`config.mk`:
```
export PLATFORM = sky130hd
export DESIGN_NAME = slab_free_list_allocator_unit_flat
export DESIGN_NICKNAME = d
export VERILOG_FILES = /design/src/hdl/sfla_pkg.sv /design/src/hdl/sfla_if.sv /design/src/hdl/sfla_ctrl.sv /design/src/hdl/sfla_dp.sv /design/src/hdl/slab_free_list_allocator_unit.sv /design/src/flat_wrapper.sv
export VERILOG_INCLUDE_DIRS = /design/src /design/src/hdl
export SDC_FILE = /design/constraint.sdc
export NUM_CORES = 2
export LEC_CHECK = 0
export BUFFER_PORTS_ARGS = -buffer_cell sky130_fd_sc_hd__buf_2
export CELL_PAD_IN_SITES_DETAIL_PLACEMENT = 0
export CELL_PAD_IN_SITES_GLOBAL_PLACEMENT = 1
export CORE_UTILIZATION = 51
export DETAILED_ROUTE_END_ITERATION = 10
export GPL_ROUTABILITY_DRIVEN = 0
export PLACE_DENSITY_LB_ADDON = 0.2
export SKIP_CTS_REPAIR_TIMING = 1
export SKIP_LAST_GASP = 1
export SYNTH_ARGS = -nofsm -noshare
export SYNTH_HDL_FRONTEND = slang
export SYNTH_HIERARCHICAL = 1
export SYNTH_SLANG_ARGS = --single-unit
```
`constraint.sdc`:
```
create_clock -name i_clk -period 14.17 [get_ports i_clk]
set_input_delay 2.834 -clock i_clk [delete_from_list [all_inputs] [get_ports i_clk]]
set_output_delay 2.834 -clock i_clk [all_outputs]
set_load 0.1 [all_outputs]
```
`src/hdl/slab_free_list_allocator_unit_macros.svh`:
```
// Assertion macros for the slab free-list allocator.
// Depends on nothing; the using module supplies i_clk and i_rst_n.
`ifndef SLAB_FREE_LIST_ALLOCATOR_UNIT_MACROS_SVH
`define SLAB_FREE_LIST_ALLOCATOR_UNIT_MACROS_SVH

// Same-cycle implication, disabled during reset.
`define SFLA_ASSERT_NOW(label, ante, cons, msg) \
    label: assert property (@(posedge i_clk) disable iff (!i_rst_n) (ante) |-> (cons)) \
        else $error(msg);

// Next-cycle implication, disabled during reset.
`define SFLA_ASSERT_NEXT(label, ante, cons, msg) \
    label: assert property (@(posedge i_clk) disable iff (!i_rst_n) (ante) |=> (cons)) \
        else $error(msg);

`endif

```
`src/hdl/sfla_pkg.sv`:
```
// Shared types, codes and constants of the slab free-list allocator.
// No dependencies.
package sfla_pkg;

    localparam int HANDLE_W      = 8;
    localparam int HEAD_W        = 9;
    localparam int HANDLE_SPACE  = 256;
    localparam logic [HEAD_W-1:0] LIST_END = 9'h100;
    localparam int CFG_W         = 6;
    localparam logic [CFG_W-1:0] SLAB_LIMIT_RESET = 6'd32;
    localparam int STATUS_W      = 2;

    localparam int DEF_ENTRIES_PER_SLAB = 8;
    localparam int DEF_MAX_SLABS        = 32;

    typedef enum logic {
        CMD_ALLOC   = 1'b0,
        CMD_RELEASE = 1'b1
    } t_cmd;

    typedef enum logic [STATUS_W-1:0] {
        STATUS_OK         = 2'd0,
        STATUS_OOM        = 2'd1,
        STATUS_BAD_HANDLE = 2'd2
    } t_status;

    typedef enum logic [1:0] {
        ST_IDLE,
        ST_EXEC,
        ST_LINK
    } t_state;

    // Commands from the controller to the datapath.
    typedef struct packed {
        logic capture;     // latch the request, next pointer read is under way
        logic pop;         // grant the head, advance it to its next pointer
        logic push;        // link the released handle in front of the head
        logic oom;         // report out of memory
        logic bad;         // report a bad handle
        logic link_write;  // write one next pointer of the new slab
        logic link_done;   // last write: count the slab and grant its first entry
    } t_dp_cmd;

    // Status from the datapath to the controller.
    typedef struct packed {
        logic is_release;
        logic head_empty;
        logic can_link;
        logic bad_handle;
        logic link_last;
        logic out_free;
    } t_dp_status;

endpackage

```
`src/hdl/sfla_if.sv`:
```
// Request and response channel interfaces of the slab free-list allocator.
// Depends on sfla_pkg for field widths.
interface sfla_req_if import sfla_pkg::*; ();
    logic                valid;
    logic                ready;
    logic                cmd;
    logic [HANDLE_W-1:0] release_handle;

    modport source (output valid, output cmd, output release_handle, input ready);
    modport sink   (input valid, input cmd, input release_handle, output ready);
endinterface

interface sfla_rsp_if import sfla_pkg::*; ();
    logic                valid;
    logic                ready;
    logic [HANDLE_W-1:0] granted_handle;
    logic [STATUS_W-1:0] status;

    modport source (output valid, output granted_handle, output status, input ready);
    modport sink   (input valid, input granted_handle, input status, output ready);
endinterface

```
`src/hdl/sfla_ctrl.sv`:
```
// Controller state machine of the slab free-list allocator.
// Depends on sfla_pkg for states and the command/status structs.
module sfla_ctrl import sfla_pkg::*; (
    input  logic       i_clk,
    input  logic       i_rst_n,
    input  logic       i_req_valid,
    output logic       o_req_ready,
    input  t_dp_status i_st,
    output t_dp_cmd    o_cmd
);

    t_state r_state;
    t_state n_state;

    always_ff @(posedge i_clk) begin
        if (!i_rst_n) begin
            r_state <= ST_IDLE;
        end else begin
            r_state <= n_state;
        end
    end

    always_comb begin
        n_state = r_state;
        unique case (r_state)
            ST_IDLE: begin
                if (i_req_valid && i_st.out_free) begin
                    n_state = ST_EXEC;
                end
            end
            ST_EXEC: begin
                if (!i_st.is_release && i_st.head_empty && i_st.can_link) begin
                    n_state = ST_LINK;
                end else begin
                    n_state = ST_IDLE;
                end
            end
            ST_LINK: begin
                if (i_st.link_last) begin
                    n_state = ST_IDLE;
                end
            end
            default: n_state = ST_IDLE;
        endcase
    end

    always_comb begin
        o_cmd       = '0;
        o_req_ready = 1'b0;
        unique case (r_state)
            ST_IDLE: begin
                o_req_ready = i_st.out_free;
                o_cmd.capture = i_req_valid && i_st.out_free;
            end
            ST_EXEC: begin
                if (i_st.is_release) begin
                    o_cmd.bad  = i_st.bad_handle;
                    o_cmd.push = !i_st.bad_handle;
                end else begin
                    o_cmd.pop = !i_st.head_empty;
                    o_cmd.oom = i_st.head_empty && !i_st.can_link;
                end
            end
            ST_LINK: begin
                o_cmd.link_write = 1'b1;
                o_cmd.link_done  = i_st.link_last;
            end
            default: begin
                o_cmd = '0;
            end
        endcase
    end

endmodule

```
`src/hdl/sfla_dp.sv`:
```
// Datapath of the slab free-list allocator: head, slab count, next-pointer memory.
// Depends on sfla_pkg; driven by sfla_ctrl commands.
module sfla_dp import sfla_pkg::*; #(
    parameter int ENTRIES_PER_SLAB = DEF_ENTRIES_PER_SLAB,
    parameter int MAX_SLABS        = DEF_MAX_SLABS
) (
    input  logic                i_clk,
    input  logic                i_rst_n,
    input  logic                i_cfg_we,
    input  logic [CFG_W-1:0]    i_cfg_wdata,
    input  logic                i_req_cmd,
    input  logic [HANDLE_W-1:0] i_req_handle,
    input  logic                i_rsp_ready,
    output logic                o_rsp_valid,
    output logic [HANDLE_W-1:0] o_granted,
    output logic [STATUS_W-1:0] o_status,
    input  t_dp_cmd             i_cmd,
    output t_dp_status          o_st
);

    localparam int FIT   = HANDLE_SPACE / ENTRIES_PER_SLAB;
    localparam int SM_W  = $clog2(FIT + 1);
    localparam int CNT_W = (ENTRIES_PER_SLAB > 1) ? $clog2(ENTRIES_PER_SLAB) : 1;
    localparam int CMP_W = 10;

    logic [CFG_W-1:0]    r_slab_limit;
    logic [HEAD_W-1:0]   r_head;
    logic [SM_W-1:0]     r_slabs_made;
    logic [CNT_W-1:0]    r_link_cnt;
    logic                r_cmd;
    logic [HANDLE_W-1:0] r_handle;
    logic                r_out_valid;
    logic [HANDLE_W-1:0] r_granted;
    logic [STATUS_W-1:0] r_status;

    logic [HEAD_W-1:0]   mem [HANDLE_SPACE];
    logic [HEAD_W-1:0]   r_rdata;

    logic [HEAD_W-1:0]   w_base;
    logic [HEAD_W-1:0]   w_link_addr;
    logic [HEAD_W-1:0]   w_link_data;
    logic [HEAD_W-1:0]   w_fresh_next;
    logic                w_we;
    logic [HANDLE_W-1:0] w_waddr;
    logic [HEAD_W-1:0]   w_wdata;
    logic                w_emit;

    assign w_base      = HEAD_W'(r_slabs_made) * HEAD_W'(ENTRIES_PER_SLAB);
    assign w_link_addr = w_base + HEAD_W'(r_link_cnt);
    assign w_link_data = o_st.link_last ? LIST_END : w_link_addr + HEAD_W'(1);
    assign w_fresh_next = (ENTRIES_PER_SLAB > 1) ? w_base + HEAD_W'(1) : LIST_END;

    assign o_st.is_release = (r_cmd == CMD_RELEASE);
    assign o_st.head_empty = r_head[HEAD_W-1];
    assign o_st.can_link   = (CMP_W'(r_slabs_made) < CMP_W'(r_slab_limit))
                          && (CMP_W'(r_slabs_made) < CMP_W'(MAX_SLABS))
                          && (CMP_W'(r_slabs_made) < CMP_W'(FIT));
    assign o_st.bad_handle = ({1'b0, r_handle} >= w_base);
    assign o_st.link_last  = (r_link_cnt == CNT_W'(ENTRIES_PER_SLAB - 1));
    assign o_st.out_free   = !r_out_valid || i_rsp_ready;

    // Memory write port: a push or a slab link-up, never both.
    assign w_we    = i_cmd.push || i_cmd.link_write;
    assign w_waddr = i_cmd.push ? r_handle : w_link_addr[HANDLE_W-1:0];
    assign w_wdata = i_cmd.push ? r_head : w_link_data;

    always_ff @(posedge i_clk) begin
        if (w_we) begin
            mem[w_waddr] <= w_wdata;
        end
        r_rdata <= mem[r_head[HANDLE_W-1:0]];
    end

    assign w_emit = i_cmd.pop || i_cmd.push || i_cmd.oom || i_cmd.bad || i_cmd.link_done;

    always_ff @(posedge i_clk) begin
        if (!i_rst_n) begin
            r_slab_limit <= SLAB_LIMIT_RESET;
            r_head       <= LIST_END;
            r_slabs_made <= '0;
            r_link_cnt   <= '0;
            r_out_valid  <= 1'b0;
        end else begin
            if (i_cfg_we) begin
                r_slab_limit <= i_cfg_wdata;
            end
            if (i_cmd.pop) begin
                r_head <= r_rdata;
            end else if (i_cmd.push) begin
                r_head <= {1'b0, r_handle};
            end else if (i_cmd.link_done) begin
                r_head <= w_fresh_next;
            end
            if (i_cmd.link_done) begin
                r_slabs_made <= r_slabs_made + SM_W'(1);
                r_link_cnt   <= '0;
            end else if (i_cmd.link_write) begin
                r_link_cnt <= r_link_cnt + CNT_W'(1);
            end
            if (w_emit) begin
                r_out_valid <= 1'b1;
            end else if (i_rsp_ready) begin
                r_out_valid <= 1'b0;
            end
        end
    end

    // Payload registers: request capture and response fields.
    always_ff @(posedge i_clk) begin
        if (i_cmd.capture) begin
            r_cmd    <= i_req_cmd;
            r_handle <= i_req_handle;
        end
        if (w_emit) begin
            priority if (i_cmd.pop) begin
                r_granted <= r_head[HANDLE_W-1:0];
                r_status  <= STATUS_OK;
            end else if (i_cmd.link_done) begin
                r_granted <= w_base[HANDLE_W-1:0];
                r_status  <= STATUS_OK;
            end else if (i_cmd.oom) begin
                r_granted <= '0;
                r_status  <= STATUS_OOM;
            end else if (i_cmd.bad) begin
                r_granted <= '0;
                r_status  <= STATUS_BAD_HANDLE;
            end else begin
                r_granted <= '0;
                r_status  <= STATUS_OK;
            end
        end
    end

    assign o_rsp_valid = r_out_valid;
    assign o_granted   = r_granted;
    assign o_status    = r_status;

endmodule

```
`src/hdl/slab_free_list_allocator_unit.sv`:
```
// Top level of the slab free-list allocator: controller plus datapath.
// Depends on sfla_pkg, sfla_if, sfla_ctrl, sfla_dp and the assertion macros.
//
//  channel  | dir | payload                         | accepted when
//  ---------+-----+---------------------------------+-------------------------
//  i_req    | in  | cmd, release_handle             | valid && ready
//  o_rsp    | out | granted_handle, status          | valid && ready
//  cfg      | in  | i_cfg_wdata (slab_limit, 6 bit) | i_cfg_we
//
// One request is in flight at a time. The accept cycle issues the next-pointer
// read at the head; the execute state then pops or pushes through the single
// write port of the next-pointer memory. An allocate that finds the list empty
// links a fresh slab first, one entry per cycle. The response sits in an output
// register, so a new request is accepted while the previous response is taken in
// the same cycle. Synchronous active-low reset empties the list and zeroes the
// slab count; the next-pointer memory needs no clearing pass, every entry is
// written when its slab is linked.
`include "slab_free_list_allocator_unit_macros.svh"

module slab_free_list_allocator_unit import sfla_pkg::*; #(
    parameter int ENTRIES_PER_SLAB = DEF_ENTRIES_PER_SLAB,
    parameter int MAX_SLABS        = DEF_MAX_SLABS
) (
    input  logic             i_clk,
    input  logic             i_rst_n,
    sfla_req_if.sink         i_req,
    sfla_rsp_if.source       o_rsp,
    input  logic             i_cfg_we,
    input  logic [CFG_W-1:0] i_cfg_wdata
);

    t_dp_cmd    w_cmd;
    t_dp_status w_st;

    // Sequence each request: capture, execute, optional slab link-up.
    sfla_ctrl u_ctrl (
        .i_clk       (i_clk),
        .i_rst_n     (i_rst_n),
        .i_req_valid (i_req.valid),
        .o_req_ready (i_req.ready),
        .i_st        (w_st),
        .o_cmd       (w_cmd)
    );

    // Hold the free list, slab count, limit register and response register.
    sfla_dp #(
        .ENTRIES_PER_SLAB (ENTRIES_PER_SLAB),
        .MAX_SLABS        (MAX_SLABS)
    ) u_dp (
        .i_clk        (i_clk),
        .i_rst_n      (i_rst_n),
        .i_cfg_we     (i_cfg_we),
        .i_cfg_wdata  (i_cfg_wdata),
        .i_req_cmd    (i_req.cmd),
        .i_req_handle (i_req.release_handle),
        .i_rsp_ready  (o_rsp.ready),
        .o_rsp_valid  (o_rsp.valid),
        .o_granted    (o_rsp.granted_handle),
        .o_status     (o_rsp.status),
        .i_cmd        (w_cmd),
        .o_st         (w_st)
    );

    // Only one request in flight: no accept right after an accept.
    `SFLA_ASSERT_NEXT(a_one_in_flight, i_req.valid && i_req.ready, !i_req.ready, "second request accepted while one is in flight")
    // An accept never lands on a response that is still pending.
    `SFLA_ASSERT_NEXT(a_no_overwrite, i_req.valid && i_req.ready, !o_rsp.valid, "response register busy after accept")
    // Failed requests grant nothing.
    `SFLA_ASSERT_NOW(a_fail_zero, o_rsp.valid && (o_rsp.status != STATUS_OK), o_rsp.granted_handle == '0, "non-zero handle on failed request")

endmodule

```
`src/flat_wrapper.sv`:
```
// flat-port wrapper written by rule: the top's interface ports become plain ports
module slab_free_list_allocator_unit_flat import sfla_pkg::*;
#(
    parameter int ENTRIES_PER_SLAB = DEF_ENTRIES_PER_SLAB,
    parameter int MAX_SLABS        = DEF_MAX_SLABS
)
  (i_clk, i_rst_n, i_cfg_we, i_cfg_wdata, i_req_valid, i_req_cmd, i_req_release_handle, i_req_ready, o_rsp_valid, o_rsp_granted_handle, o_rsp_status, o_rsp_ready);
  sfla_req_if i_req_i ();
  sfla_rsp_if o_rsp_i ();
  input  logic i_clk;
  input  logic i_rst_n;
  input  logic i_cfg_we;
  input  logic [CFG_W-1:0] i_cfg_wdata;
  input wire logic [$bits(i_req_i.valid)-1:0] i_req_valid;
  input wire logic [$bits(i_req_i.cmd)-1:0] i_req_cmd;
  input wire logic [$bits(i_req_i.release_handle)-1:0] i_req_release_handle;
  output wire logic [$bits(i_req_i.ready)-1:0] i_req_ready;
  output wire logic [$bits(o_rsp_i.valid)-1:0] o_rsp_valid;
  output wire logic [$bits(o_rsp_i.granted_handle)-1:0] o_rsp_granted_handle;
  output wire logic [$bits(o_rsp_i.status)-1:0] o_rsp_status;
  input wire logic [$bits(o_rsp_i.ready)-1:0] o_rsp_ready;
  assign i_req_i.valid = i_req_valid;
  assign i_req_i.cmd = i_req_cmd;
  assign i_req_i.release_handle = i_req_release_handle;
  assign i_req_ready = i_req_i.ready;
  assign o_rsp_valid = o_rsp_i.valid;
  assign o_rsp_granted_handle = o_rsp_i.granted_handle;
  assign o_rsp_status = o_rsp_i.status;
  assign o_rsp_i.ready = o_rsp_ready;
  slab_free_list_allocator_unit #(.ENTRIES_PER_SLAB(ENTRIES_PER_SLAB), .MAX_SLABS(MAX_SLABS)) u_core (.i_clk(i_clk), .i_rst_n(i_rst_n), .i_req(i_req_i), .o_rsp(o_rsp_i), .i_cfg_we(i_cfg_we), .i_cfg_wdata(i_cfg_wdata));
endmodule
```
==> flow_metrics.tcl <==
set metrics [dict create \
    seq_area_mm2 0.07049 \
    ys_seq_area_share_pct 76.93 \
    portBuffers 31 \
    dp_hpwl_mm 133.9 \
    place_ws_ns 7.675 \
    synthCells 4443 \
    netlist_area_mm2 0.09161 \
    ys_ff_latch 2359 \
    reg2regPathDepth 13 \
    met1_usage_pct 37.28 \
    clk_latency_ns 0.86 \
    yosys.area.top_type_share_pct 76.14 \
    fin_ws_ns 7.675 \
    clock-root-buffer "clkbuf_16" \
    p_leak_uw 0.03089 \
    grt_setup_unrepaired "false" \
    coreArea_mm2 0.1784 \
    fmax_mhz 154.0 \
    synthFlopType "edfxtp_1" \
    timing.critical_path.from "o_rsp_ready" \
    die_area_mm2 0.1813 \
    slew_viol_final 0 \
    fp.dieW_um 425.8 \
    cts.path.max_buffers 3 \
    async_reset_ff_share_pct 0 \
    hp-class "reg2reg" \
    reg2reg_from "u_core/u_dp/r_slabs_made[0]$_SDFFE_PN0P_" \
    drive_gt1_share_pct 20.96 \
    grt_overflow 0 \
    cap_violations 0 \
    grt_pass1_vias 44191 \
    grt_pass1_wl_mm 320.0 \
    die_h_um 425.8 \
    cts_inserted_buffers 227 \
    placementRows 155 \
    endpoint_kind "output port" \
    multi_input_area_mm2 0.01960 \
    grt_util_met2_pct 36.85 \
    status "finished clean" \
    n_fill_cell 13162 \
    total_power_uw 13930 \
    worstSetupPathType "in2out" \
    cts_tree "done" \
    synth_largest_area_cell "edfxtp_1" \
    hold_viol 0 \
    cp.required_ns 11.34 \
    tns_ns 0 \
    setup_viol 0 \
    rr_endpoint "u_core/u_dp/mem[131][6]$_DFFE_PP_" \
    antenna_found_initial 8 \
    min_from "u_core/u_dp/r_slab_limit[1]$_SDFFE_PN0P_" \
    firstDrtPassIters 5 \
    netlist_top_cells_area "edfxtp_1 76%, mux4_2 12%, a22oi_1 1.6%, mux2i_1 1.6%, nor2_1 1.3%" \
    use_met3_pct 5.607 \
    ir_worst_vdd_uv 96.44 \
    post-route-util_pct 56.88 \
    htreeDepth 4 \
    top_usage_layer "met1" \
    reg2reg_slack_ns 7.79 \
    start_util_pct 51.35 \
    worstPathArrival_ns 3.66 \
    start_kind "input port" \
    syn_avg_cell_area_um2 20.62 \
    fin_crit_sh_pct 45.83 \
    finalCriticalPeriod_ns 6.495 \
    drc_errors 0 \
    p_per_area_mw_per_mm2 137.3 \
    path_max_fanout 3 \
    synth_nets 4476 \
    syn_to_final_growth_pct 10.77 \
    fin_skew_ns 0.02770 \
    cts_sinks 2359 \
    ys_warn_count 6 \
    hold_end "u_core/u_dp/r_slab_limit[1]$_SDFFE_PN0P_" \
    synth-edff-count 2323 \
    ys_types 78 \
    hold_depth 2 \
    drtAntennaViolNets 0 \
    wl_mm 223.5 \
    nets 4555 \
    worst_pin_slew_ns 1.347 \
    grt.total_usage_pct 24.82 \
    vias 44773 \
    viasPerCell 6.329 \
    ioPinCount 32 \
    grt_start_max_net_pins 201 \
    clkTransAtPathRegs_ns 0.06 \
    drt_iter0_markers 5333 \
    maxSlewHeadroom_pct 10.23 \
    drt-wirelength-per-cell_um 31.59 \
]
-- cells in the final DEF, fill, tap and decap left out, types with 20 or more instances in the layout --
cell,instances
edfxtp_1,2323
mux4_2,492
nor2_1,324
clkbuf_16,230
a22oi_1,197
mux2i_1,145
a21oi_1,105
nand2_1,97
buf_4,86
clkinv_1,57
clkbuf_1,50
clkinv_2,39
o221ai_1,34
dfxtp_1,32
buf_2,31
nand3_1,29
o21ai_0,28
bufinv_16,26
a221oi_1,24
o22ai_1,24
nor4_1,24
a22o_1,22
a211oi_1,20
-- routing by layer --
metal | routed length (um) | share of wire (%) | vias up
li1 | - | - | 18700
met1 | 95670 | 43 | 23816
met2 | 102500 | 46 | 1979
met3 | 20100 | 9.0 | 278
met4 | 5215 | 2.3 | 0
met5 | 0 | 0 | -
-- Yosys cell counts (7+ instances only) --
library cell and number:
edfxtp_1 2323, mux4_2 492, nor2_1 325, a22oi_1 197, mux2i_1 145, clkbuf_1 114
a21oi_1 106, nand2_1 97, buf_2 68, buf_4 36, dfxtp_1 36, o221ai_1 34
nand3_1 32, o21ai_0 29, buf_6 28, a22o_1 27, a221oi_1 24, nor4_1 24
o22ai_1 24, a211oi_1 20, a31oi_1 17, inv_1 16, nor2b_1 14, buf_1 13
ha_1 13, mux2_2 13, xnor2_1 12, nand2b_1 11, and2_1 10, a21o_1 9
nor3_1 9, buf_12 8, buf_8 7
-- worst max-delay path by stage --
stage                                      endpoint  depth (start not counted)
floorplan           u_core/u_dp/mem[0][8]$_DFFE_PP_                         14
global placement                        i_req_ready                          4
detailed placement                      i_req_ready                          4
CTS                                     i_req_ready                          4
global route        u_core/u_dp/mem[7][6]$_DFFE_PP_                         13
finish                                  i_req_ready                          4
-- sequential cells by signal (all words and copies together) (netlist names) --
register	cells
u_core/u_dp/mem	2304
u_core/u_dp/r_head	9
u_core/u_dp/r_rdata	9
u_core/u_dp/o_granted	8
u_core/u_dp/r_handle	8
u_core/u_dp/r_slab_limit	6
u_core/u_dp/r_slabs_made	6
u_core/u_dp/r_link_cnt	3
u_core/u_ctrl/r_state	2
u_core/u_dp/o_status	2
u_core/u_dp/o_rsp_valid	1
u_core/u_dp/r_cmd	1
-- final cells by class --
class,instances,share of cell area (%)
Sequential cell,2359,69.46
Multi-Input combinational cell,1793,19.32
Clock buffer,280,5.857
Tap cell,2355,2.904
Clock inverter,141,1.459
Timing Repair Buffer,124,0.9272
Inverter,17,0.06288
Antenna cell,5,0.01233
-- kinds of logic after synthesis --
family	Yosys count	synth area share, %
buffers and inverters	291	1.890
muxes	650	13.84
DFF	2359	76.93
and+or+nand+nor	570	2.789
adders and majority gates	13	0.1775
AOI/OAI and AO/OA	548	4.261
xor gates and xnor gates	12	0.1147
-- critical path, cell delays in order --
cell,delay (ns)
buf_2,0.07
nand2b_1,0.13
nor3b_1,0.18
buf_2,0.45
-- metrics by stage --
stage	hold WS [ns]	std cells	area (um2)
after detailed placement	0.4861	6648	94040
after floorplan	0.4319	4443	91620
final	0.4966	7074	101500
after global routing	0.5296	7069	101500
after CTS	0.5067	7069	101500
after global placement	0.4833	6648	94040
-- power by group --
group	total, uW	switching, uW	internal [uW]
clock network	6020	2570	3450
registers	7610	11.4	7600
logic	306	197	110
total	13900	2780	11200
Power figures use the tool's default switching activity.
